### config.mk
export PLATFORM = sky130hd
export DESIGN_NAME = bsr_ctrl
export DESIGN_NICKNAME = d
export VERILOG_FILES = /design/src/hdl/bsr_pkg.sv /design/src/hdl/bsr_ctrl.sv
export SDC_FILE = /design/constraint.sdc
export NUM_CORES = 1
export LEC_CHECK = 0
export CAP_MARGIN = 25
export CORE_AREA = 2 2 39 41
export DETAILED_ROUTE_END_ITERATION = 8
export DIE_AREA = 0 0 41 43
export DONT_BUFFER_PORTS = 1
export GPL_ROUTABILITY_DRIVEN = 0
export SKIP_CTS_REPAIR_TIMING = 1
export SYNTH_ARGS = -nofsm -noshare
export SYNTH_HDL_FRONTEND = slang
export SYNTH_SLANG_ARGS = --single-unit
### constraint.sdc
create_clock -name clk_i -period 1.41 [get_ports clk_i]
set_clock_uncertainty 0.1 [all_clocks]
set_input_delay 0 -clock clk_i [delete_from_list [all_inputs] [get_ports clk_i]]
set_output_delay 0 -clock clk_i [all_outputs]
set_load 0.1 [all_outputs]
### src/hdl/bsr_pkg.sv
`timescale 1ns / 1ps

package bsr_pkg;

  // frame geometry: fixed row width and column count, default row count
  localparam int unsigned MAX_COLS         = 64;
  localparam int unsigned MAX_ROWS_DEFAULT = 64;
  localparam int unsigned ROW_W            = 64;

  // width of the bounds arithmetic (coordinate plus side length)
  localparam int unsigned CALC_W = 8;
  // width of the signed row and column walkers
  localparam int unsigned POS_W  = 9;

  // command kinds
  localparam logic [1:0] KIND_SQUARE   = 2'd0;
  localparam logic [1:0] KIND_TRIANGLE = 2'd1;
  localparam logic [1:0] KIND_LINE     = 2'd2;
  localparam logic [1:0] KIND_READ     = 2'd3;

  // triangle leg directions
  localparam logic [1:0] CORNER_LU = 2'd0;
  localparam logic [1:0] CORNER_LD = 2'd1;
  localparam logic [1:0] CORNER_RU = 2'd2;
  localparam logic [1:0] CORNER_RD = 2'd3;

  // result status codes
  localparam logic STATUS_DONE  = 1'b0;
  localparam logic STATUS_RANGE = 1'b1;

  // configuration register index (address bit 2)
  localparam logic CFG_IDX_COLS = 1'b0;
  localparam logic CFG_IDX_ROWS = 1'b1;

  typedef struct packed {
    logic [1:0] kind;
    logic [5:0] x;
    logic [5:0] y;
    logic [5:0] x_end;
    logic [5:0] y_end;
    logic [6:0] side;
    logic [1:0] corner;
  } in_item_t;

  typedef struct packed {
    logic              status;
    logic [ROW_W-1:0]  row_bits;
  } out_item_t;

  // controller to datapath
  typedef struct packed {
    logic load;
    logic check;
    logic step;
    logic res_load;
  } ctl_cmd_t;

  // datapath to controller
  typedef struct packed {
    logic bad;
    logic is_read;
    logic zero_len;
    logic last;
  } dp_stat_t;

  // low n bits set, all bits for n of a full row or more
  function automatic logic [ROW_W-1:0] low_mask(input logic [CALC_W-1:0] n);
    logic [ROW_W-1:0] m;
    if (n >= CALC_W'(ROW_W)) begin
      m = '1;
    end else begin
      m = (ROW_W'(1) << n[5:0]) - ROW_W'(1);
    end
    return m;
  endfunction

endpackage

### src/hdl/bsr_ctrl.sv
`timescale 1ns / 1ps

module bsr_ctrl (
  input  logic               clk_i,
  input  logic               rst_ni,
  input  logic               in_valid_i,
  output logic               in_stall_o,
  output logic               out_valid_o,
  input  logic               out_stall_i,
  input  bsr_pkg::dp_stat_t  stat_i,
  output bsr_pkg::ctl_cmd_t  cmd_o
);

  typedef enum logic [1:0] {
    ST_IDLE,
    ST_CHECK,
    ST_DRAW,
    ST_FINISH
  } state_e;

  state_e state_q;
  logic   out_valid_q;
  logic   slot_free;

  // result register can take a new item
  assign slot_free = !out_valid_q || !out_stall_i;

  // commands per state
  always_comb begin
    cmd_o          = '0;
    cmd_o.load     = (state_q == ST_IDLE) && in_valid_i;
    cmd_o.check    = (state_q == ST_CHECK);
    cmd_o.step     = (state_q == ST_DRAW);
    cmd_o.res_load = (state_q == ST_FINISH) && slot_free;
  end

  assign in_stall_o  = (state_q != ST_IDLE);
  assign out_valid_o = out_valid_q;

  // state and result valid
  always_ff @(posedge clk_i or negedge rst_ni) begin
    if (!rst_ni) begin
      state_q     <= ST_IDLE;
      out_valid_q <= 1'b0;
    end else begin
      if (out_valid_q && !out_stall_i) begin
        out_valid_q <= 1'b0;
      end
      case (state_q)
        ST_IDLE: begin
          if (in_valid_i) begin
            state_q <= ST_CHECK;
          end
        end
        ST_CHECK: begin
          if (stat_i.bad || stat_i.is_read || stat_i.zero_len) begin
            state_q <= ST_FINISH;
          end else begin
            state_q <= ST_DRAW;
          end
        end
        ST_DRAW: begin
          if (stat_i.last) begin
            state_q <= ST_FINISH;
          end
        end
        ST_FINISH: begin
          if (slot_free) begin
            out_valid_q <= 1'b1;
            state_q     <= ST_IDLE;
          end
        end
        default: begin
          state_q <= ST_IDLE;
        end
      endcase
    end
  end

endmodule

==> out/metrics.yaml <==
yosys:
  synth_area_sq_um: 262.8
  synth_top_area_share_pct: 28.57
  synth-seq-area-share_pct: 28.57
  ys_types: 17
  synth.most_common_cell: "ha_1"
  synth_cells: 25
  yosysWarningCount: 0
  async_flop_share_pct: 100.0
  synth-edff-count: 0
  synth_common_cells: "ha_1, dfrtp_1, inv_1"
  synth_seq_cells: 3
  yosys_most_used_dff: "dfrtp_1"
  synth_nets: 38
  synth_top_area_cell: "dfrtp_1"
  synth_area_leaders: "dfrtp_1, ha_1, a41oi_2"
  syn_area_per_cell_sq_um: 10.51
floorplan:
  die_w_um: 41
  die_area_sq_um: 1763
  ios: 14
  core_area_sq_um: 1384
  row_count: 14
  dieHeight_um: 43
  initial_core_util_pct: 18.99
clocking:
  htreeDepth: 1
  clockBufferDepth: 2
  cts_tree: "built"
  clkTransAtPathRegs_ns: 0.04
  cts_root_buf: "clkbuf_4"
  insertion_delay_ns: 0.23
  cts.sinks: 3
  cts-buffers-inserted: 3
timing:
  hold_viol_final: 0
  rsz0062_at_grt: "yes"
  tns_ns: 0
  slew_violations: 0
  fin_ws_ns: 0.04656
  finalSetupViolations: 0
  fin_hold_ws_ns: 0.04757
  finalCriticalPeriod_ns: 1.363
  tightest_slew_ns: 0.2785
  fmax_mhz: 733.4
  period_share_pct: 96.70
  relSlewSlack_pct: 81.27
critical_path:
  critPathRequiredTime_ns: 1.31
  cp_slowest_stage_delay_ns: 0.39
  critPathSlowestCell: "dfrtp_1"
  arrival_ns: 1.26
  cp_max_fo: 4
  worstSetupStartpointType: "flop"
  path_class: "flop to output port"
  cp_cell_sequence: "inv_2 > ha_2 > and2_2 > buf_12"
  end_kind: "output port"
outcome:
  outcome: "finished clean"
placement:
  hpwl_um: 528.2
  io_buffers: 0
  pre_cts_ws_ns: 0.01867
global_route:
  antenna_found_initial: 0
  overflow: 0
  grt_pass1_wl_um: 945
  gr-usage-all-layers_pct: 8.844
  grt_start_max_net_pins: 5
  grt_pass1_vias: 227
routing:
  antenna_left: 0
  initialDrtViolationCount: 9
  dr_total_vias: 262
  viasPerCell: 4.295
  routedWlPerCell_um: 10.74
  first_pass_iters: 4
  drt-total-wl_um: 655
  drc: 0
cells_and_area:
  area_growth_pct: 106.2
  finalNetCount: 59
  num_antenna_cells: 0
  drive_gt1_share_pct: 60.00
job:
  maxCapViolCount: 0
worst_hold_path:
  hold_path.class: "primary input to flop"
[worst paths after layout]
path / from / depth (start not counted) / slack [ns] / endpoint
hold / removal: in_valid_i / 3 / 0.05 / state_q[0]
min in group asynchronous: rst_ni / 2 / 0.46 / state_q[0]
setup / recovery: state_q[1] / 4 / 0.05 / cmd_o[3]
setup reg to reg: state_q[0] / 6 / 0.07 / state_q[1]
hold reg to reg: out_valid_o / 1 / 0.50 / out_valid_o
max in group asynchronous: rst_ni / 2 / 0.59 / out_valid_o
[final cells by class]
class / instances / area (sq um)
fill: 136 / 842.1
sequential: 3 / 76.32
clock buffer: 4 / 26.28
timing repair buffer: 16 / 172.7
multi-input combinational: 19 / 235.2
inverter: 3 / 11.26
tap: 16 / 20.02
[cells in the final DEF (no fill, tap or decap)]
cell / netlist / routed
a21o_1: 1 / 1
a21boi_4: 0 / 1
clkbuf_4: 0 / 3
inv_2: 0 / 2
dfrtp_1: 3 / 2
buf_4: 0 / 7
dfrtp_2: 0 / 1
a41oi_2: 1 / 2
nand3_2: 0 / 1
nor2_1: 1 / 1
ha_4: 0 / 2
inv_1: 3 / 1
a31oi_1: 1 / 1
ha_1: 5 / 2
o31ai_1: 1 / 1
and2_4: 1 / 1
clkbuf_1: 0 / 1
buf_12: 0 / 3
a31o_1: 1 / 1
or2_0: 1 / 1
nand2b_4: 1 / 2
and2_2: 1 / 1
dlygate4sd3_1: 0 / 6
ha_2: 0 / 1
[cell families (layout without fill, tap and decap cells)]
kind of cell | Yosys count | after routing | synth area share (%)
flip-flops | 3 | 3 | 28.57
AND/OR/NAND/NOR | 7 | 7 | 19.52
adder cells (fa/ha/maj) | 5 | 5 | 23.81
AO/OA/AOI/OAI | 7 | 7 | 23.82
buffers and inverters | 3 | 23 | 4.285
[routing by layer]
metal / up-vias / share of wire, % / global-route usage (%)
met4: 0 / 0 / 10.00
met5: - / 0 / 0
met2: 14 / 62 / 13.75
met1: 119 / 31 / 8.387
met3: 0 / 7.0 / 1.571
li1: 129 / - / -
[registers in the layout, summed over array words and instances (netlist names)]
name / cells
out_valid_o: 1
state_q: 2
[per-stage QoR]
| stage | instances | util (%) | area, sq um |
|---|---|---|---|
| after global routing | 61 | 39.15 | 541.8 |
| after detailed placement | 51 | 31.83 | 440.4 |
| after global placement | 51 | 31.83 | 440.4 |
| final | 61 | 39.15 | 541.8 |
| after CTS | 55 | 33.73 | 466.7 |
| after floorplan | 25 | - | 307.8 |
[critical path: cells and delay by family, from the launching register on]
family	cells	cell delay, ns
fa+ha+maj	1	0.21
buf+inv	2	0.26
flops	1	0.39
simple gates	1	0.17
Power is left out: the tool's default activity adds up to more than one toggle a clock period on the data nets, which glitch-free logic cannot reach.
